==> src/hw/rtl/r12bs_pkg.sv <==
package r12bs_pkg;

	// Default build limits
	localparam int DEF_MAX_WIDTH  = 4096;
	localparam int DEF_MAX_HEIGHT = 4096;
	localparam int DEF_LINE_ALIGN = 32;

	// Field widths
	localparam int BYTE_W  = 8;
	localparam int PIX_W   = 12;
	localparam int IDX_W   = 22;
	localparam int LEN_W   = 23;
	localparam int LW_W    = 13;

	// Configuration port
	localparam int CFG_IDX_W  = 3;
	localparam int CFG_DATA_W = 23;

	localparam logic [CFG_IDX_W-1:0] REG_LINE_WIDTH = 3'd0;
	localparam logic [CFG_IDX_W-1:0] REG_B_LEN      = 3'd1;
	localparam logic [CFG_IDX_W-1:0] REG_G1_LEN     = 3'd2;
	localparam logic [CFG_IDX_W-1:0] REG_G2_LEN     = 3'd3;
	localparam logic [CFG_IDX_W-1:0] REG_R_LEN      = 3'd4;

	localparam logic [LW_W-1:0] LINE_WIDTH_RST = 13'd1920;

	// Byte position inside a 3-byte group
	typedef enum logic [1:0] {
		SLOT_BYTE0,
		SLOT_BYTE1,
		SLOT_BYTE2
	} slot_t;

	typedef struct packed {
		logic [LEN_W-1:0] b_len;
		logic [LEN_W-1:0] g1_len;
		logic [LEN_W-1:0] g2_len;
		logic [LEN_W-1:0] r_len;
	} plen_t;

	typedef struct packed {
		logic [PIX_W-1:0] first_pixel;
		logic [PIX_W-1:0] second_pixel;
		logic             odd_row;
	} pix_t;

endpackage

==> src/hw/rtl/raw12_unpack_bayer_split.sv <==
// Channel | Handshake            | Payload
// --------+----------------------+-----------------------------------------------
// in      | in_valid / in_ready  | data_byte, frame_start
// out     | out_valid/out_ready  | first_pixel, second_pixel, odd_row,
//         |                      | plane_index, first_written, second_written
// cfg     | cfg_we (no wait)     | cfg_index, cfg_wdata
//
// One byte is taken per cycle while in_ready is high. After the edge that takes a
// group's third byte, its result moves through the capture stage, which loads at
// that edge, then the row-base multiply, the index add and the result register,
// where the plane length compares settle; out_ready stalls can hold it in any stage.
// Reset clears position counters and stage valids; config registers return to defaults.
// in_ready drops only when every stage holds a transaction and out_ready is low.
module raw12_unpack_bayer_split
	import r12bs_pkg::*;
#(
	parameter int MAX_WIDTH  = DEF_MAX_WIDTH,
	parameter int MAX_HEIGHT = DEF_MAX_HEIGHT,
	parameter int LINE_ALIGN = DEF_LINE_ALIGN
) (
	input  logic                  clk,
	input  logic                  arst_n,
	input  logic                  cfg_we,
	input  logic [CFG_IDX_W-1:0]  cfg_index,
	input  logic [CFG_DATA_W-1:0] cfg_wdata,
	input  logic                  in_valid,
	output logic                  in_ready,
	input  logic [BYTE_W-1:0]     data_byte,
	input  logic                  frame_start,
	output logic                  out_valid,
	input  logic                  out_ready,
	output logic [PIX_W-1:0]      first_pixel,
	output logic [PIX_W-1:0]      second_pixel,
	output logic                  odd_row,
	output logic [IDX_W-1:0]      plane_index,
	output logic                  first_written,
	output logic                  second_written
);

	localparam int HALF_W = $clog2(MAX_WIDTH / 2 + 1);
	localparam int ACT_W  = HALF_W + 2;
	localparam int ROW_W  = $clog2(MAX_HEIGHT);

	// Effective half width and active byte count of a line
	logic [HALF_W-1:0] half;
	logic [ACT_W-1:0]  active;
	plen_t             plens;

	// Completed group headed into the index pipeline
	logic              emit_valid;
	pix_t              emit_pix;
	logic [ROW_W-1:0]  emit_row;
	logic [HALF_W-1:0] emit_col;

	r12bs_cfg #(
		.MAX_WIDTH (MAX_WIDTH),
		.HALF_W    (HALF_W),
		.ACT_W     (ACT_W)
	) u_cfg (
		.clk       (clk),
		.arst_n    (arst_n),
		.cfg_we    (cfg_we),
		.cfg_index (cfg_index),
		.cfg_wdata (cfg_wdata),
		.half      (half),
		.active    (active),
		.plens     (plens)
	);

	// Track group slot, line offset, row and pair column; hold the first two bytes
	r12bs_unpack #(
		.MAX_WIDTH  (MAX_WIDTH),
		.MAX_HEIGHT (MAX_HEIGHT),
		.LINE_ALIGN (LINE_ALIGN),
		.HALF_W     (HALF_W),
		.ACT_W      (ACT_W),
		.ROW_W      (ROW_W)
	) u_unpack (
		.clk         (clk),
		.arst_n      (arst_n),
		.in_valid    (in_valid),
		.in_ready    (in_ready),
		.data_byte   (data_byte),
		.frame_start (frame_start),
		.active      (active),
		.emit_valid  (emit_valid),
		.emit_pix    (emit_pix),
		.emit_row    (emit_row),
		.emit_col    (emit_col)
	);

	// Compute plane index and written flags; drive the result register
	r12bs_index #(
		.MAX_WIDTH  (MAX_WIDTH),
		.MAX_HEIGHT (MAX_HEIGHT),
		.HALF_W     (HALF_W),
		.ROW_W      (ROW_W)
	) u_index (
		.clk            (clk),
		.arst_n         (arst_n),
		.up_valid       (emit_valid),
		.up_ready       (in_ready),
		.up_pix         (emit_pix),
		.up_row         (emit_row),
		.up_col         (emit_col),
		.half           (half),
		.plens          (plens),
		.out_valid      (out_valid),
		.out_ready      (out_ready),
		.first_pixel    (first_pixel),
		.second_pixel   (second_pixel),
		.odd_row        (odd_row),
		.plane_index    (plane_index),
		.first_written  (first_written),
		.second_written (second_written)
	);

endmodule

==> src/hw/rtl/r12bs_cfg.sv <==
module r12bs_cfg
	import r12bs_pkg::*;
#(
	parameter int MAX_WIDTH = DEF_MAX_WIDTH,
	parameter int HALF_W    = $clog2(MAX_WIDTH / 2 + 1),
	parameter int ACT_W     = HALF_W + 2
) (
	input  logic                  clk,
	input  logic                  arst_n,
	input  logic                  cfg_we,
	input  logic [CFG_IDX_W-1:0]  cfg_index,
	input  logic [CFG_DATA_W-1:0] cfg_wdata,
	output logic [HALF_W-1:0]     half,
	output logic [ACT_W-1:0]      active,
	output plen_t                 plens
);

	logic [LW_W-1:0] line_width_q;
	plen_t           plens_q;
	logic [LW_W-1:0] w_even;
	logic [LW_W-1:0] w_eff;

	always_ff @(posedge clk or negedge arst_n) begin
		if (!arst_n) begin
			line_width_q <= LINE_WIDTH_RST;
			plens_q      <= '0;
		end else if (cfg_we) begin
			case (cfg_index)
				REG_LINE_WIDTH: line_width_q   <= cfg_wdata[LW_W-1:0];
				REG_B_LEN:      plens_q.b_len  <= cfg_wdata[LEN_W-1:0];
				REG_G1_LEN:     plens_q.g1_len <= cfg_wdata[LEN_W-1:0];
				REG_G2_LEN:     plens_q.g2_len <= cfg_wdata[LEN_W-1:0];
				REG_R_LEN:      plens_q.r_len  <= cfg_wdata[LEN_W-1:0];
				default: ;
			endcase
		end
	end

	// Force even, then clamp to 2..MAX_WIDTH
	always_comb begin
		w_even = line_width_q & ~LW_W'(1);
		if (w_even < LW_W'(2)) begin
			w_eff = LW_W'(2);
		end else if (32'(w_even) > MAX_WIDTH) begin
			w_eff = LW_W'(MAX_WIDTH & ~1);
		end else begin
			w_eff = w_even;
		end
	end

	assign half   = HALF_W'(w_eff >> 1);
	assign active = (ACT_W'(half) << 1) + ACT_W'(half);
	assign plens  = plens_q;

endmodule

==> src/hw/rtl/r12bs_unpack.sv <==
module r12bs_unpack
	import r12bs_pkg::*;
#(
	parameter int MAX_WIDTH  = DEF_MAX_WIDTH,
	parameter int MAX_HEIGHT = DEF_MAX_HEIGHT,
	parameter int LINE_ALIGN = DEF_LINE_ALIGN,
	parameter int HALF_W     = $clog2(MAX_WIDTH / 2 + 1),
	parameter int ACT_W      = HALF_W + 2,
	parameter int ROW_W      = $clog2(MAX_HEIGHT)
) (
	input  logic              clk,
	input  logic              arst_n,
	input  logic              in_valid,
	input  logic              in_ready,
	input  logic [BYTE_W-1:0] data_byte,
	input  logic              frame_start,
	input  logic [ACT_W-1:0]  active,
	output logic              emit_valid,
	output pix_t              emit_pix,
	output logic [ROW_W-1:0]  emit_row,
	output logic [HALF_W-1:0] emit_col
);

	localparam int STRIDE_MAX = ((MAX_WIDTH / 2 * 3 + LINE_ALIGN - 1) / LINE_ALIGN) * LINE_ALIGN;
	localparam int OFF_W      = $clog2(STRIDE_MAX + 1);
	localparam int SUB_W      = (LINE_ALIGN > 1) ? $clog2(LINE_ALIGN) : 1;
	localparam int CW         = ((OFF_W > ACT_W) ? OFF_W : ACT_W) + 1;

	slot_t             slot_q, cur_slot, slot_nxt;
	logic [OFF_W-1:0]  off_q, cur_off;
	logic [SUB_W-1:0]  sub_q, cur_sub, new_sub;
	logic [ROW_W-1:0]  row_q, cur_row;
	logic [HALF_W-1:0] col_q, cur_col;
	logic [BYTE_W-1:0] hold0_q, hold1_q;
	logic [CW-1:0]     floor_next;
	logic              line_end;
	logic              emit;
	logic              take;

	assign take = in_valid && in_ready;

	// Frame start clears the position before the byte is used
	always_comb begin
		cur_slot = frame_start ? SLOT_BYTE0 : slot_q;
		cur_off  = frame_start ? '0 : off_q;
		cur_sub  = frame_start ? '0 : sub_q;
		cur_row  = frame_start ? '0 : row_q;
		cur_col  = frame_start ? '0 : col_q;
	end

	// Next slot, alignment phase and end of line
	always_comb begin
		case (cur_slot)
			SLOT_BYTE0: slot_nxt = SLOT_BYTE1;
			SLOT_BYTE1: slot_nxt = SLOT_BYTE2;
			default:    slot_nxt = SLOT_BYTE0;
		endcase
		new_sub    = (cur_sub == SUB_W'(LINE_ALIGN - 1)) ? '0 : SUB_W'(cur_sub + 1'b1);
		// Next offset rounded down to the alignment; the line ends once that reaches active
		floor_next = CW'(cur_off) + CW'(1) - CW'(new_sub);
		line_end   = floor_next >= CW'(active);
	end

	// Result for a complete group inside the active bytes
	always_comb begin
		emit                  = (cur_slot == SLOT_BYTE2) && (CW'(cur_off) < CW'(active));
		emit_valid            = in_valid && emit;
		emit_pix.first_pixel  = {hold0_q, data_byte[3:0]};
		emit_pix.second_pixel = {hold1_q, data_byte[7:4]};
		emit_pix.odd_row      = cur_row[0];
		emit_row              = cur_row;
		emit_col              = cur_col;
	end

	always_ff @(posedge clk or negedge arst_n) begin
		if (!arst_n) begin
			slot_q <= SLOT_BYTE0;
			off_q  <= '0;
			sub_q  <= '0;
			row_q  <= '0;
			col_q  <= '0;
		end else if (take) begin
			if (line_end) begin
				slot_q <= SLOT_BYTE0;
				off_q  <= '0;
				sub_q  <= '0;
				col_q  <= '0;
				if (cur_row < ROW_W'(MAX_HEIGHT - 1)) begin
					row_q <= ROW_W'(cur_row + 1'b1);
				end else begin
					row_q <= cur_row;
				end
			end else begin
				slot_q <= slot_nxt;
				off_q  <= OFF_W'(cur_off + 1'b1);
				sub_q  <= new_sub;
				row_q  <= cur_row;
				col_q  <= emit ? HALF_W'(cur_col + 1'b1) : cur_col;
			end
		end
	end

	always_ff @(posedge clk) begin
		if (take && cur_slot == SLOT_BYTE0) begin
			hold0_q <= data_byte;
		end
		if (take && cur_slot == SLOT_BYTE1) begin
			hold1_q <= data_byte;
		end
	end

endmodule

==> src/hw/rtl/r12bs_index.sv <==
module r12bs_index
	import r12bs_pkg::*;
#(
	parameter int MAX_WIDTH  = DEF_MAX_WIDTH,
	parameter int MAX_HEIGHT = DEF_MAX_HEIGHT,
	parameter int HALF_W     = $clog2(MAX_WIDTH / 2 + 1),
	parameter int ROW_W      = $clog2(MAX_HEIGHT)
) (
	input  logic              clk,
	input  logic              arst_n,
	input  logic              up_valid,
	output logic              up_ready,
	input  pix_t              up_pix,
	input  logic [ROW_W-1:0]  up_row,
	input  logic [HALF_W-1:0] up_col,
	input  logic [HALF_W-1:0] half,
	input  plen_t             plens,
	output logic              out_valid,
	input  logic              out_ready,
	output logic [PIX_W-1:0]  first_pixel,
	output logic [PIX_W-1:0]  second_pixel,
	output logic              odd_row,
	output logic [IDX_W-1:0]  plane_index,
	output logic              first_written,
	output logic              second_written
);

	localparam int PROD_W = ROW_W + HALF_W;

	logic              valid_s1, valid_s2, valid_s3, res_valid_q;
	logic              rdy_s1, rdy_s2, rdy_s3, rdy_res;
	pix_t              pix_s1, pix_s2, pix_s3, res_pix_q;
	logic [ROW_W-1:0]  row_s1;
	logic [HALF_W-1:0] col_s1, col_s2;
	logic [PROD_W-1:0] prod_s2;
	logic [IDX_W-1:0]  idx_s3, res_idx_q;
	logic              res_w1_q, res_w2_q;
	logic [LEN_W-1:0]  len1, len2;

	assign rdy_res  = !res_valid_q || out_ready;
	assign rdy_s3   = !valid_s3 || rdy_res;
	assign rdy_s2   = !valid_s2 || rdy_s3;
	assign rdy_s1   = !valid_s1 || rdy_s2;
	assign up_ready = rdy_s1;

	always_ff @(posedge clk or negedge arst_n) begin
		if (!arst_n) begin
			valid_s1    <= 1'b0;
			valid_s2    <= 1'b0;
			valid_s3    <= 1'b0;
			res_valid_q <= 1'b0;
		end else begin
			if (rdy_s1)  valid_s1    <= up_valid;
			if (rdy_s2)  valid_s2    <= valid_s1;
			if (rdy_s3)  valid_s3    <= valid_s2;
			if (rdy_res) res_valid_q <= valid_s3;
		end
	end

	assign len1 = pix_s3.odd_row ? plens.r_len  : plens.g1_len;
	assign len2 = pix_s3.odd_row ? plens.g2_len : plens.b_len;

	always_ff @(posedge clk) begin
		if (rdy_s1 && up_valid) begin
			pix_s1 <= up_pix;
			row_s1 <= up_row;
			col_s1 <= up_col;
		end
		// Row base of the quarter plane
		if (rdy_s2 && valid_s1) begin
			pix_s2  <= pix_s1;
			col_s2  <= col_s1;
			prod_s2 <= PROD_W'(row_s1 >> 1) * PROD_W'(half);
		end
		if (rdy_s3 && valid_s2) begin
			pix_s3 <= pix_s2;
			idx_s3 <= IDX_W'(prod_s2) + IDX_W'(col_s2);
		end
		if (rdy_res && valid_s3) begin
			res_pix_q <= pix_s3;
			res_idx_q <= idx_s3;
			res_w1_q  <= LEN_W'(idx_s3) < len1;
			res_w2_q  <= LEN_W'(idx_s3) < len2;
		end
	end

	assign out_valid      = res_valid_q;
	assign first_pixel    = res_pix_q.first_pixel;
	assign second_pixel   = res_pix_q.second_pixel;
	assign odd_row        = res_pix_q.odd_row;
	assign plane_index    = res_idx_q;
	assign first_written  = res_w1_q;
	assign second_written = res_w2_q;

endmodule
==> config.mk <==
export PLATFORM = sky130hd
export DESIGN_NAME = raw12_unpack_bayer_split
export DESIGN_NICKNAME = d
export VERILOG_FILES = /design/src/hw/rtl/r12bs_pkg.sv /design/src/hw/rtl/raw12_unpack_bayer_split.sv /design/src/hw/rtl/r12bs_cfg.sv /design/src/hw/rtl/r12bs_unpack.sv /design/src/hw/rtl/r12bs_index.sv
export SDC_FILE = /design/constraint.sdc
export NUM_CORES = 1
export LEC_CHECK = 0
export BUFFER_PORTS_ARGS = -buffer_cell sky130_fd_sc_hd__buf_2
export CORE_ASPECT_RATIO = 1.4
export CORE_UTILIZATION = 40
export DETAILED_ROUTE_END_ITERATION = 10
export GPL_TIMING_DRIVEN = 0
export PLACE_DENSITY = 0.53
export SLEW_MARGIN = 10
export SYNTH_ARGS = -nofsm -noshare
export SYNTH_HDL_FRONTEND = slang
export SYNTH_SLANG_ARGS = --single-unit
==> constraint.sdc <==
create_clock -name clk -period 9.5 [get_ports clk]
set_input_delay 1.9 -clock clk [delete_from_list [all_inputs] [get_ports clk]]
set_output_delay 1.9 -clock clk [all_outputs]
set_load 0.03 [all_outputs]
==> results of run 1 <==
[layout make-up]
type,instances,area (um^2),share of cell area
diodes,1,2.50,0.000104
plain buffers,64,269,0.0112
clock buffers,52,1100,0.0456
clock inverters,19,272,0.0113
inverters,142,533,0.0222
multi-input cells,1170,10000,0.418
flip-flops and latches,371,10400,0.432
well taps,707,885,0.0368
repair buffers,95,561,0.0233
[report_power, final]
group	leakage, nW	total [mW]	internal [mW]	switching (mW)
logic	5.57	4.33	1.86	2.47
clock network	0.667	1.61	0.940	0.669
registers	3.88	2.25	2.14	0.109
total	10.1	8.19	4.94	3.25
[registers in the layout, indices dropped and copies added (netlist names), 13 cells and up]
name and cells:
u_cfg.plens 92, u_index.pix_s2 25, u_index.pix_s3 25, u_index.pix_s1 24
u_index.idx_s3 22, u_index.plane_index 22, u_index.prod_s2 22, u_unpack.off_q 13
[worst max path at each step]
| stage | startpoint | end | slack [ns] | depth (start not counted) |
|---|---|---|---|---|
| after floorplan | frame_start | u_unpack.col_q[9]$_DFFE_PN0P_ | 2.23 | 24 |
| after global placement | frame_start | u_unpack.off_q[5]$_DFFE_PN0P_ | -0.41 | 24 |
| after detailed placement | frame_start | u_unpack.off_q[5]$_DFFE_PN0P_ | -0.47 | 24 |
| after CTS | frame_start | u_unpack.off_q[5]$_DFFE_PN0P_ | 0.13 | 24 |
| after global routing | frame_start | u_unpack.row_q[6]$_DFFE_PN0P_ | 0.006 | 26 |
| final | frame_start | u_unpack.row_q[6]$_DFFE_PN0P_ | 0.39 | 26 |
[routing by layer]
| layer | vias to the layer above | part of all wire | GRT usage |
|---|---|---|---|
| met5 | - | 0 | 0 |
| met4 | 0 | 0.037 | 0.0761 |
| li1 | 6414 | - | - |
| met2 | 179 | 0.54 | 0.355 |
| met1 | 6575 | 0.40 | 0.200 |
| met3 | 83 | 0.026 | 0.0248 |
[critical path, cell delays in order]
cell,delay [ns]
sky130_fd_sc_hd__buf_2,0.17
sky130_fd_sc_hd__clkbuf_1,0.53
sky130_fd_sc_hd__clkbuf_1,0.61
sky130_fd_sc_hd__clkbuf_1,0.54
sky130_fd_sc_hd__clkbuf_1,0.54
sky130_fd_sc_hd__nor2b_1,0.10
sky130_fd_sc_hd__ha_1,0.24
sky130_fd_sc_hd__and3_1,0.17
sky130_fd_sc_hd__ha_1,0.21
sky130_fd_sc_hd__nand2b_1,0.23
sky130_fd_sc_hd__ha_1,0.30
sky130_fd_sc_hd__nor2b_1,0.12
sky130_fd_sc_hd__o21ai_0,0.20
sky130_fd_sc_hd__a21oi_1,0.13
sky130_fd_sc_hd__o21ai_0,0.24
sky130_fd_sc_hd__nand4bb_1,0.20
sky130_fd_sc_hd__or2b_1,0.31
sky130_fd_sc_hd__nor4_1,0.37
sky130_fd_sc_hd__xnor2_1,0.14
sky130_fd_sc_hd__ha_1,0.30
sky130_fd_sc_hd__o2111ai_1,0.10
sky130_fd_sc_hd__o21ai_1,0.81
sky130_fd_sc_hd__o21ai_1,0.35
sky130_fd_sc_hd__buf_2,0.29
sky130_fd_sc_hd__nor4_1,0.28
sky130_fd_sc_hd__xnor2_1,0.16
[cells by family after synthesis]
| logic type | share of synthesized area |
|---|---|
| xor+xnor | 0.0288 |
| fa+ha+maj | 0.180 |
| compound gates | 0.0679 |
| flops | 0.490 |
| buf+inv | 0.0378 |
| mux | 0.0784 |
| simple gates | 0.117 |
[through the flow]
stage | cells | setup slack, ns | TNS (ns) | instance area, um^2
after floorplan | 1747 | 2.23 | 0 | 21200
after global placement | 2544 | -0.406 | -3.72 | 22500
after detailed placement | 2549 | -0.465 | -5.32 | 22700
after CTS | 2620 | 0.133 | 0 | 24000
after global routing | 2620 | 0.00643 | 0 | 24000
final | 2621 | 0.391 | 0 | 24100
[synthesized netlist by cell type, types with 5 or more instances]
master,count,share of area
sky130_fd_sc_hd__nand3_1,38,0.0090
sky130_fd_sc_hd__and2_1,73,0.022
sky130_fd_sc_hd__nand4_1,11,0.0032
sky130_fd_sc_hd__edfxtp_1,219,0.31
sky130_fd_sc_hd__ha_1,160,0.094
sky130_fd_sc_hd__and3_1,11,0.0032
sky130_fd_sc_hd__o21ai_0,45,0.011
sky130_fd_sc_hd__o21ai_1,7,0.0017
sky130_fd_sc_hd__or2_2,7,0.0021
sky130_fd_sc_hd__a21oi_1,59,0.014
sky130_fd_sc_hd__nand2_1,148,0.026
sky130_fd_sc_hd__clkbuf_1,53,0.0094
sky130_fd_sc_hd__o21a_1,12,0.0042
sky130_fd_sc_hd__o41ai_1,6,0.0025
sky130_fd_sc_hd__mux2i_1,48,0.023
sky130_fd_sc_hd__nand2b_1,10,0.0029
sky130_fd_sc_hd__o21bai_1,5,0.0018
sky130_fd_sc_hd__and4_1,7,0.0029
sky130_fd_sc_hd__nor2b_1,54,0.016
sky130_fd_sc_hd__xnor2_1,46,0.019
sky130_fd_sc_hd__or4_1,8,0.0028
sky130_fd_sc_hd__a31oi_1,8,0.0024
sky130_fd_sc_hd__nor3_1,22,0.0052
sky130_fd_sc_hd__a211oi_1,11,0.0039
sky130_fd_sc_hd__mux2_2,105,0.056
sky130_fd_sc_hd__inv_1,142,0.025
sky130_fd_sc_hd__nor2_1,52,0.0092
sky130_fd_sc_hd__a21o_1,18,0.0064
sky130_fd_sc_hd__o31ai_1,13,0.0046
sky130_fd_sc_hd__fa_1,91,0.086
sky130_fd_sc_hd__o211ai_1,6,0.0021
sky130_fd_sc_hd__xor2_1,22,0.0091
sky130_fd_sc_hd__dfrtp_1,148,0.17
sky130_fd_sc_hd__nor4_1,10,0.0029
==> key figures, run 1 <==
Hold path
  – Cells on Worst Hold Path: 0
  – Path type of the worst min-delay path: flip-flop to flip-flop
  – Hold Path Origin: u_index.pix_s1[8]$_DFFE_PP_
  – Worst Hold Path EP: u_index.pix_s2[8]$_DFFE_PP_

Global route
  – Via count of the first global-routing pass: approximately 14000
  – Global-route wire length before repair: 76300 um
  – Pin count of the biggest net entering global routing: 107
  – Total track usage: 0.184
  – Global route total overflow: 0
  – Antenna violations before repair: 0

Worst setup path
  – Reg2reg start: u_cfg.line_width_q[4]$_DFFE_PN0P_
  – Crit end category: flip-flop
  – CP Launch Type: input pin
  – Worst endpoint required time: roughly 10 ns
  – Worst EP arrival: 9.60 ns
  – Depth of the worst register-to-register path: 22
  – Slack of the worst reg-to-reg path: between 2 and 2.5 ns
  – Worst reg2reg path endpoint: u_index.prod_s2[21]$_DFFE_PP_
  – Peak fanout along the critical path: 10
  – Crit Path Class: input pin to flip-flop

STA
  – Pins over their slew limit: 0
  – Worst Hold Margin: around 0.42 ns
  – Final worst path period share: 0.959
  – Maximum frequency from static timing analysis: about 110 MHz
  – Slew @ Worst Pin: approximately 1.1 ns
  – RSZ-0062 raised after global routing: false
  – Fin Clk Skew: between 0.03 and 0.04 ns
  – Final setup fails: 0
  – Relative slew slack: 0.240
  – Shortest clock period the worst path allows after layout: 9.11 ns
  – Number of hold violations in the final report: 0

Finish
  – Most frequent standard cell in the layout excluding fill and tap cells: sky130_fd_sc_hd__edfxtp_1
  – Highest-count cells in the layout ignoring fill and taps: 219 x sky130_fd_sc_hd__edfxtp_1, 160 x sky130_fd_sc_hd__ha_1, 148 x sky130_fd_sc_hd__nand2_1, 148 x sky130_fd_sc_hd__dfrtp_1, 141 x sky130_fd_sc_hd__inv_1
  – Ratio of cells with drive above 1 in the final layout: 0.155
  – Area overhead of the layout relative to synthesis: 13.4%
  – Post-Route Utilization: 0.460
  – Number of fillers in the final layout: about 5000
  – # nets final: approximately 2200

Clocking
  – Worst-Skew Late Latency: around 0.58 ns
  – Count of cells resized by post-cts repair: 0
  – Post-CTS setup-driven buffer insertion count: 0
  – Clk sink count: 371
  – Cts bufs inserted: 39
  – TritonCTS clock tree: built
  – Total of hold buffers inserted after clock tree synthesis: 0
  – Depth of the CTS H-tree: 2
  – Clock slew at reported path FFs: 0.06 ns
  – Buffer depth of the longest clock path: 3
  – Clock root cell: sky130_fd_sc_hd__clkbuf_16

Floorplanning
  – Vertical die dimension: about 270 um
  – Width of the die: 197 um
  – Overall die area: approximately 54000 um^2
  – Cell row count: 99
  – Initial cell density of the core: 0.406
  – Io pins: ~90
  – Placeable core region: between 50000 and 60000 um^2

Run
  – Maximum capacitance violations: 0

Pwr
  – Final Total Pwr: roughly 8 mW
  – Leakage power total: between 10 and 15 nW
  – Pwr per Cell Area: roughly 340 nW/um^2
  – Worst-case vdd ir drop: approximately 0.19 mV

Logic synthesis
  – Proportion of synthesized flip-flops having asynchronous set or reset: 0.410
  – Gate count after technology mapping: about 1700
  – Share of the yosys chip area belonging to registers: 0.490
  – Number of synthesized flops with an enable pin: 219
  – Avg Synthesized Cell Area: around 12 um^2
  – YS warnings: 0
  – Synthesized netlist net count: between 2000 and 2500
  – Number of distinct library cell variants in the gate-level netlist after synthesis: roughly 70
  – Synth Register Bits: 371
  – Dominant synthesized flop cell: sky130_fd_sc_hd__edfxtp_1
  – Synth Cell Area: roughly 21000 um^2

Detailed routing
  – Routed vias/inst: about 5
  – Violation count after the first detailed-route iteration: between 500 and 600
  – Routed wirelength normalized by instance count: 18.4 um
  – Final ANT Viol Nets: 0
  – Detailed-routing iteration count for the pre-antenna-repair pass: 4
  – Final WL: 48200 um
  – Remaining routing DRC violations: 0
  – Vias post-DR: between 10000 and 15000

Placed design
  – DPL Wire Length: approximately 37000 um
  – Global placer's final weighted congestion: ~0.87
  – Count of input and output buffers: 90

Status
  – Result of the run: completed
Power figures use the tool's default switching activity.
==> run 2, diff against run 1 <==
--- a/config.mk
+++ b/config.mk
@@ -9,7 +9,8 @@
 export CORE_ASPECT_RATIO = 1.4
 export CORE_UTILIZATION = 40
 export DETAILED_ROUTE_END_ITERATION = 10
-export GPL_TIMING_DRIVEN = 0
+export GPL_TIMING_DRIVEN = 1
+export MAX_ROUTING_LAYER = met4
 export PLACE_DENSITY = 0.53
 export SLEW_MARGIN = 10
 export SYNTH_ARGS = -nofsm -noshare
==> run 2 against run 1 <==
Global-route usage decreased by 0.26 points; via count decreased by 0.30%; highest routed layer unchanged; first-iteration DRC count decreased by 5.9%; wire length decreased by 5.1%; clock skew increased by 0.0060 ns; sequential share of layout area increased by 0.46 points; sequential power about the same; final cell count decreased by 1.9%; hold slack got worse by 0.0026 ns; critical endpoint is now u_index.prod_s2[21]$_DFFE_PP_; clock power decreased by 3%.
==> key figures, run 2 (synthesis gave the netlist of run 1 again) <==
Status
  – Result of the run: completed

Worst setup path
  – Master of the slowest instance on the critical path: sky130_fd_sc_hd__nor2_1
  – CP Launch Type: flip-flop
  – Most numerous cell on the critical path: sky130_fd_sc_hd__fa_1
  – Ordered list of cells on the worst path: nor4_1 -> a31oi_1 -> nor2_1 -> nand2_1 -> fa_1 -> fa_1 -> inv_1 -> fa_1 -> fa_1 -> inv_1 -> fa_1 -> inv_1 -> ha_1 -> a21o_1 -> a21oi_1 -> a2bb2oi_1 -> a31oi_1 -> and4_1 -> nor4b_1 -> o2bb2ai_1 -> xnor2_1
  – Crit end category: flip-flop
  – Peak fanout along the critical path: 13 (+3)
  – Maximum single-stage delay on the critical path: 0.75 ns (-0.06 ns)
  – Worst EP arrival: 7.59 ns (-2.01 ns)
  – Depth of the worst register-to-register path: 21 (-4.5%)
  – Critical path depth: 21 (-19%)
  – Top cell family by delay on the critical path: adder cells
  – Buf+Inv Stages, Crit Path: 3 (-3)
  – Worst endpoint required time: 9.80 ns (-0.19 ns)
  – Crit Path Class: flip-flop to flip-flop

Clocking
  – Buffer depth of the longest clock path: 3 (unchanged)
  – Clock root cell: sky130_fd_sc_hd__clkbuf_16
  – Worst-Skew Late Latency: 0.58 ns (about the same)
  – Depth of the CTS H-tree: 2 (unchanged)
  – Clk sink count: 371 (unchanged)
  – Cts bufs inserted: 38 (-2.6%)
  – TritonCTS clock tree: built
  – Count of cells resized by post-cts repair: 0 (unchanged)
  – Total of hold buffers inserted after clock tree synthesis: 0 (unchanged)
  – Post-CTS setup-driven buffer insertion count: 0 (unchanged)
  – Clock slew at reported path FFs: 0.06 ns (about the same)

Floorplanning
  – Placeable core region: 52300 um^2 (unchanged)
  – Vertical die dimension: 274 um (unchanged)
  – Width of the die: 197 um (unchanged)
  – Overall die area: 54000 um^2 (unchanged)
  – Io pins: 91 (unchanged)
  – Cell row count: 99 (unchanged)
  – Initial cell density of the core: 0.406 (unchanged)

Pwr
  – Worst-case vdd ir drop: 0.326 mV (+71%)
  – Leakage power total: 10.0 nW (-0.83%)
  – Share of total power in the clock network: 0.195 (-0.002)
  – Fraction of power consumed by combinational cells: 0.523 (-0.006)
  – Cell internal pwr: 4.86 mW (-1.7%)
  – Pwr per Cell Area: 336 nW/um^2 (-1.4%)
  – Sequential group share of total power: 0.282 (+0.008)
  – Sw frac: 0.392 (-0.00426)
  – Net load switching power: 3.14 mW (-3.4%)

Detailed routing
  – Violation count after the first detailed-route iteration: 475 (-5.9%)
  – Final WL: 45800 um (-5.1%)
  – Final ANT Viol Nets: 0 (unchanged)
  – Detailed-routing iteration count for the pre-antenna-repair pass: 5 (+1)
  – Routed wirelength normalized by instance count: 17.8 um (-3.2%)
  – Vias post-DR: 13200 (-0.30%)
  – Routed vias/inst: 5.14 (+1.7%)
  – Remaining routing DRC violations: 0 (unchanged)

STA
  – Final setup fails: 0 (unchanged)
  – Shortest clock period the worst path allows after layout: 7.29 ns (-1.82 ns)
  – RSZ-0062 raised after global routing: false
  – Total negative slack for setup checks: 0 ns (unchanged)
  – Worst Hold Margin: 0.415 ns (-0.00260 ns)
  – Number of hold violations in the final report: 0 (unchanged)
  – Pins over their slew limit: 0 (unchanged)
  – Fin Clk Skew: 0.0361 ns (+0.00601 ns)
  – Maximum frequency from static timing analysis: 137 MHz (+25%)
  – Final worst path period share: 0.767 (-0.191)
  – Slew @ Worst Pin: 1.18 ns (+0.0418 ns)
  – Relative slew slack: 0.213 (-0.0267)

Finish
  – Highest-count cells in the layout ignoring fill and taps: 219 x sky130_fd_sc_hd__edfxtp_1, 160 x sky130_fd_sc_hd__ha_1, 148 x sky130_fd_sc_hd__dfrtp_1
  – Multi-input logic area: 10100 um^2 (+0.26%)
  – Area overhead of the layout relative to synthesis: 12.2%
  – Ratio of cells with drive above 1 in the final layout: 0.162 (+0.00746)
  – Most frequent standard cell in the layout excluding fill and tap cells: sky130_fd_sc_hd__edfxtp_1
  – Post-Route Utilization: 0.455 (-0.00481)
  – Flip-flop count of the largest register after layout: 92 (unchanged)
  – Area taken by flip-flops and latches: 10400 um^2 (unchanged)
  – # nets final: 2123 (-2.3%)
  – Number of fillers in the final layout: 4932 (+1.1%)

Placed design
  – Count of input and output buffers: 90 (unchanged)
  – DPL Wire Length: 33600 um (-10%)
  – Global placer's final weighted congestion: 0.813 (-6.7%)

Global route
  – Pin count of the biggest net entering global routing: 101 (-5.6%)
  – Antenna violations before repair: 1 (+1)
  – Global-route wire length before repair: 74500 um (-2.3%)
  – Via count of the first global-routing pass: 14000 (+0.24%)
  – Global route total overflow: 0 (unchanged)
  – Total track usage: 0.181 (-0.00256)

Hold path
  – Path type of the worst min-delay path: flip-flop to flip-flop
  – Cells on Worst Hold Path: 0 (unchanged)

Run
  – Maximum capacitance violations: 0 (unchanged)
run 2: cell types whose count changed in the layout (fill, tap and decap cells not counted), sizes merged:
| cell | change |
|---|---|
| inv | -3 |
| bufinv | +1 |
| buf | +4 |
| clkinv | +6 |
| clkbuf | -59 |
run 2: area by class of cell:
cell class	instances	share of cell area
Sequential cell	371	0.436
Inverter	142	0.0224
Antenna cell	1	0.000105
Clock inverter	23	0.0132
Multi-Input combinational cell	1170	0.423
Clock buffer	47	0.0422
Timing Repair Buffer	109	0.0252
Tap cell	707	0.0372
run 2: per-stage QoR:
| step | cell area, um^2 | power [mW] | setup slack [ns] | std cells |
|---|---|---|---|---|
| 4_1_cts | 23800 | 8.13 | 2.19 | 2569 |
| 3_5_place_dp | 22500 | 6.51 | 1.83 | 2499 |
| 3_3_place_gp | 22500 | 6.43 | 1.94 | 2499 |
| 2_1_floorplan | 21200 | 5.61 | 2.23 | 1747 |
| 5_1_grt | 23800 | 8.73 | 1.71 | 2570 |
| 6_report | 23800 | 7.99 | 2.21 | 2570 |
run 2: power groups by stage:
stage	combinational, mW	sequential, mW	clock (mW)
CTS	4.26	2.26	1.62
floorplan	3.33	2.28	0
finish	4.18	2.26	1.56
detailed placement	4.22	2.29	0
global placement	4.15	2.28	0
global route	4.77	2.28	1.67
run 2: per-layer routing:
metal / up-vias / track usage / part of all wire
li1: 6320 / - / -
met1: 6627 / 0.197 / 0.40
met2: 182 / 0.333 / 0.54
met3: 82 / 0.0228 / 0.027
met4: 0 / 0.0741 / 0.036
met5: - / - / 0
run 2: final timing paths:
check / startpoint / to / slack (ns)
setup / recovery: u_cfg.line_width_q[5]$_DFFE_PN0P_ / u_index.prod_s2[21]$_DFFE_PP_ / 2.21
hold / removal: u_index.pix_s2[5]$_DFFE_PP_ / u_index.pix_s3[5]$_DFFE_PP_ / 0.41
setup reg to reg: u_cfg.line_width_q[5]$_DFFE_PN0P_ / u_index.prod_s2[21]$_DFFE_PP_ / 2.21
hold reg to reg: u_index.pix_s2[5]$_DFFE_PP_ / u_index.pix_s3[5]$_DFFE_PP_ / 0.41
max in group asynchronous: arst_n / u_cfg.plens[33]$_DFFE_PN0P_ / 6.68
min in group asynchronous: arst_n / u_unpack.off_q[9]$_DFFE_PN0P_ / 1.47
==> run 3, diff against run 2 <==
==> constraint.sdc (replaced) <==
create_clock -name clk -period 6.8 [get_ports clk]
set_input_delay 1.36 -clock clk [delete_from_list [all_inputs] [get_ports clk]]
set_output_delay 1.36 -clock clk [all_outputs]
set_load 0.03 [all_outputs]
==> run 3 against run 2 <==
Combinational power rose by 45%; first-iteration DRC count down 24%; clock skew down 0.012 ns.
==> key figures, run 3 (synthesis gave the netlist of run 1 again) <==
Pwr
  – Pwr per Cell Area: 475 nW/um^2 (+42%)
  – Leakage power total: 10.1 nW (+1.0%)
  – Worst-case vdd ir drop: 0.437 mV (+34%)

Worst setup path
  – Depth of the worst register-to-register path: 21 (unchanged)
  – CP Launch Type: flip-flop
  – Worst endpoint required time: 7.09 ns (-2.71 ns)
  – Slack of the worst reg-to-reg path: 0.45 ns (-1.76 ns)
  – Crit Path Class: flip-flop to flip-flop
  – Worst reg2reg path endpoint: u_index.prod_s2[21]$_DFFE_PP_
  – Maximum single-stage delay on the critical path: 0.56 ns (-0.19 ns)
  – Ordered list of cells on the worst path: nor4_1 -> a31oi_1 -> nor2_1 -> nand2_1 -> fa_1 -> fa_1 -> inv_1 -> fa_1 -> fa_1 -> inv_1 -> fa_1 -> inv_1 -> ha_1 -> a21o_1 -> a21oi_1 -> a2bb2oi_2 -> a31oi_1 -> and4_1 -> nor4b_2 -> o2bb2ai_1 -> xnor2_1
  – Peak fanout along the critical path: 4 (-9)
  – Master of the slowest instance on the critical path: sky130_fd_sc_hd__fa_1
  – Crit end category: flip-flop
  – Most numerous cell on the critical path: sky130_fd_sc_hd__fa_1
  – Worst EP arrival: 6.64 ns (-0.95 ns)
  – Reg2reg start: u_cfg.line_width_q[5]$_DFFE_PN0P_

Detailed routing
  – Routed vias/inst: 5.05 (-1.7%)
  – Final ANT Viol Nets: 0 (unchanged)
  – Vias post-DR: 13100 (-0.98%)
  – Remaining routing DRC violations: 0 (unchanged)
  – Violation count after the first detailed-route iteration: 359 (-24%)
  – Routed wirelength normalized by instance count: 17.9 um (+0.40%)
  – Detailed-routing iteration count for the pre-antenna-repair pass: 7 (+2)
  – Final WL: 46300 um (+1.1%)

STA
  – Pins over their slew limit: 0 (unchanged)
  – Total negative slack for setup checks: 0 ns (unchanged)
  – Number of hold violations in the final report: 0 (unchanged)
  – Final setup fails: 0 (unchanged)
  – Fin Clk Skew: 0.0240 ns (-0.0121 ns)
  – Shortest clock period the worst path allows after layout: 6.35 ns (-0.941 ns)
  – Slew @ Worst Pin: 0.980 ns (-0.198 ns)
  – Final worst path period share: 0.934 (+0.166)
  – Relative slew slack: 0.344 (+0.131)
  – Maximum frequency from static timing analysis: 157 MHz (+15%)
  – RSZ-0062 raised after global routing: false

Finish
  – Most frequent standard cell in the layout excluding fill and tap cells: sky130_fd_sc_hd__edfxtp_1
  – Area overhead of the layout relative to synthesis: 12.9%
  – Flip-flop count of the largest register after layout: 92 (unchanged)
  – Post-Route Utilization: 0.458 (+0.00299)
  – Ratio of cells with drive above 1 in the final layout: 0.173 (+0.0106)
  – Area taken by flip-flops and latches: 10400 um^2 (unchanged)
  – Antenna diodes: 0 (-1)
  – Highest-count cells in the layout ignoring fill and taps: 219 x sky130_fd_sc_hd__edfxtp_1, 160 x sky130_fd_sc_hd__ha_1, 148 x sky130_fd_sc_hd__dfrtp_1
  – # nets final: 2142 (+0.89%)
  – Number of fillers in the final layout: 4881 (-1.0%)
  – Multi-input logic area: 10100 um^2 (+0.12%)

Floorplanning
  – Initial cell density of the core: 0.406 (unchanged)
  – Width of the die: 197 um (unchanged)
  – Overall die area: 54000 um^2 (unchanged)
  – Placeable core region: 52300 um^2 (unchanged)
  – Vertical die dimension: 274 um (unchanged)
  – Cell row count: 99 (unchanged)
  – Io pins: 91 (unchanged)

Clocking
  – TritonCTS clock tree: built
  – Clock root cell: sky130_fd_sc_hd__clkbuf_16
  – Total of hold buffers inserted after clock tree synthesis: 0 (unchanged)
  – Worst-Skew Late Latency: 0.56 ns (-0.02 ns)
  – Clk sink count: 371 (unchanged)
  – Count of cells resized by post-cts repair: 0 (unchanged)
  – Post-CTS setup-driven buffer insertion count: 0 (unchanged)
  – Buffer depth of the longest clock path: 3 (unchanged)
  – Cts bufs inserted: 39 (+2.6%)
  – Depth of the CTS H-tree: 2 (unchanged)
  – Clock slew at reported path FFs: 0.06 ns (about the same)

Global route
  – Total track usage: 0.184 (+0.00227)
  – Antenna violations before repair: 1 (unchanged)
  – Via count of the first global-routing pass: 14000 (-0.45%)
  – Pin count of the biggest net entering global routing: 74 (-27%)
  – Global-route wire length before repair: 75100 um (+0.78%)
  – Global route total overflow: 0 (unchanged)

Placed design
  – Count of input and output buffers: 90 (unchanged)
  – DPL Wire Length: 34300 um (+1.9%)
  – Global placer's final weighted congestion: 0.849 (+4.5%)

Hold path
  – Cells on Worst Hold Path: 0 (unchanged)
  – Hold Path Origin: u_index.pix_s2[13]$_DFFE_PP_
  – Worst Hold Path EP: u_index.pix_s3[13]$_DFFE_PP_
  – Path type of the worst min-delay path: flip-flop to flip-flop

Run
  – Maximum capacitance violations: 0 (unchanged)

Status
  – Result of the run: completed
run 3: critical path, delay by kind of cell, from the launching register on:
kind | cells | cell delay [ns]
simple gates | 5 | 1.18
xor+xnor | 1 | 0.09
flops | 1 | 0.40
fa+ha+maj | 6 | 3.03
buf+inv | 3 | 0.16
compound gates | 6 | 1.26
run 3: metal layers:
metal,up-vias,routed length [um],part of all wire,global-route usage
met4,0,1280,0.028,0.0581
met5,-,0,0,-
met1,6514,18900,0.41,0.202
met2,137,25100,0.54,0.344
li1,6356,-,-,-
met3,74,1010,0.022,0.0194
run 3: per-stage QoR:
step	hold WS, ns	setup WS (ns)	total power [mW]	cells	cell area (um^2)
after global placement	0.400	0.270	9.16	2517	22600
after CTS	0.417	0.185	11.5	2588	23900
after global routing	0.419	0.110	12.5	2588	24000
final	0.414	0.450	11.4	2588	24000
after floorplan	0.400	0.0685	7.83	1747	21200
after detailed placement	0.405	0.213	9.26	2517	22600
run 3: final cells by class:
| class | count | area share |
|---|---|---|
| Multi-Input combinational cell | 1170 | 0.421 |
| Clock buffer | 50 | 0.0446 |
| Inverter | 142 | 0.0223 |
| Tap cell | 707 | 0.0369 |
| Sequential cell | 371 | 0.434 |
| Clock inverter | 21 | 0.0105 |
| Timing Repair Buffer | 127 | 0.0312 |
run 3: how the worst max path moves through the flow:
stage | startpoint | endpoint | slack [ns] | depth (start not counted)
2_1_floorplan | frame_start | u_unpack.col_q[9]$_DFFE_PN0P_ | 0.07 | 24
3_3_place_gp | u_cfg.line_width_q[5]$_DFFE_PN0P_ | u_index.prod_s2[21]$_DFFE_PP_ | 0.27 | 21
3_5_place_dp | u_cfg.line_width_q[5]$_DFFE_PN0P_ | u_index.prod_s2[21]$_DFFE_PP_ | 0.21 | 21
4_1_cts | u_cfg.line_width_q[5]$_DFFE_PN0P_ | u_index.prod_s2[21]$_DFFE_PP_ | 0.19 | 21
5_1_grt | u_cfg.line_width_q[5]$_DFFE_PN0P_ | u_index.prod_s2[21]$_DFFE_PP_ | 0.11 | 21
6_report | u_cfg.line_width_q[5]$_DFFE_PN0P_ | u_index.prod_s2[21]$_DFFE_PP_ | 0.45 | 21
run 3: power by group:
| part | internal (mW) | switching, mW |
|---|---|---|
| registers | 2.99 | 0.172 |
| clock network | 1.27 | 0.903 |
| logic | 2.68 | 3.37 |
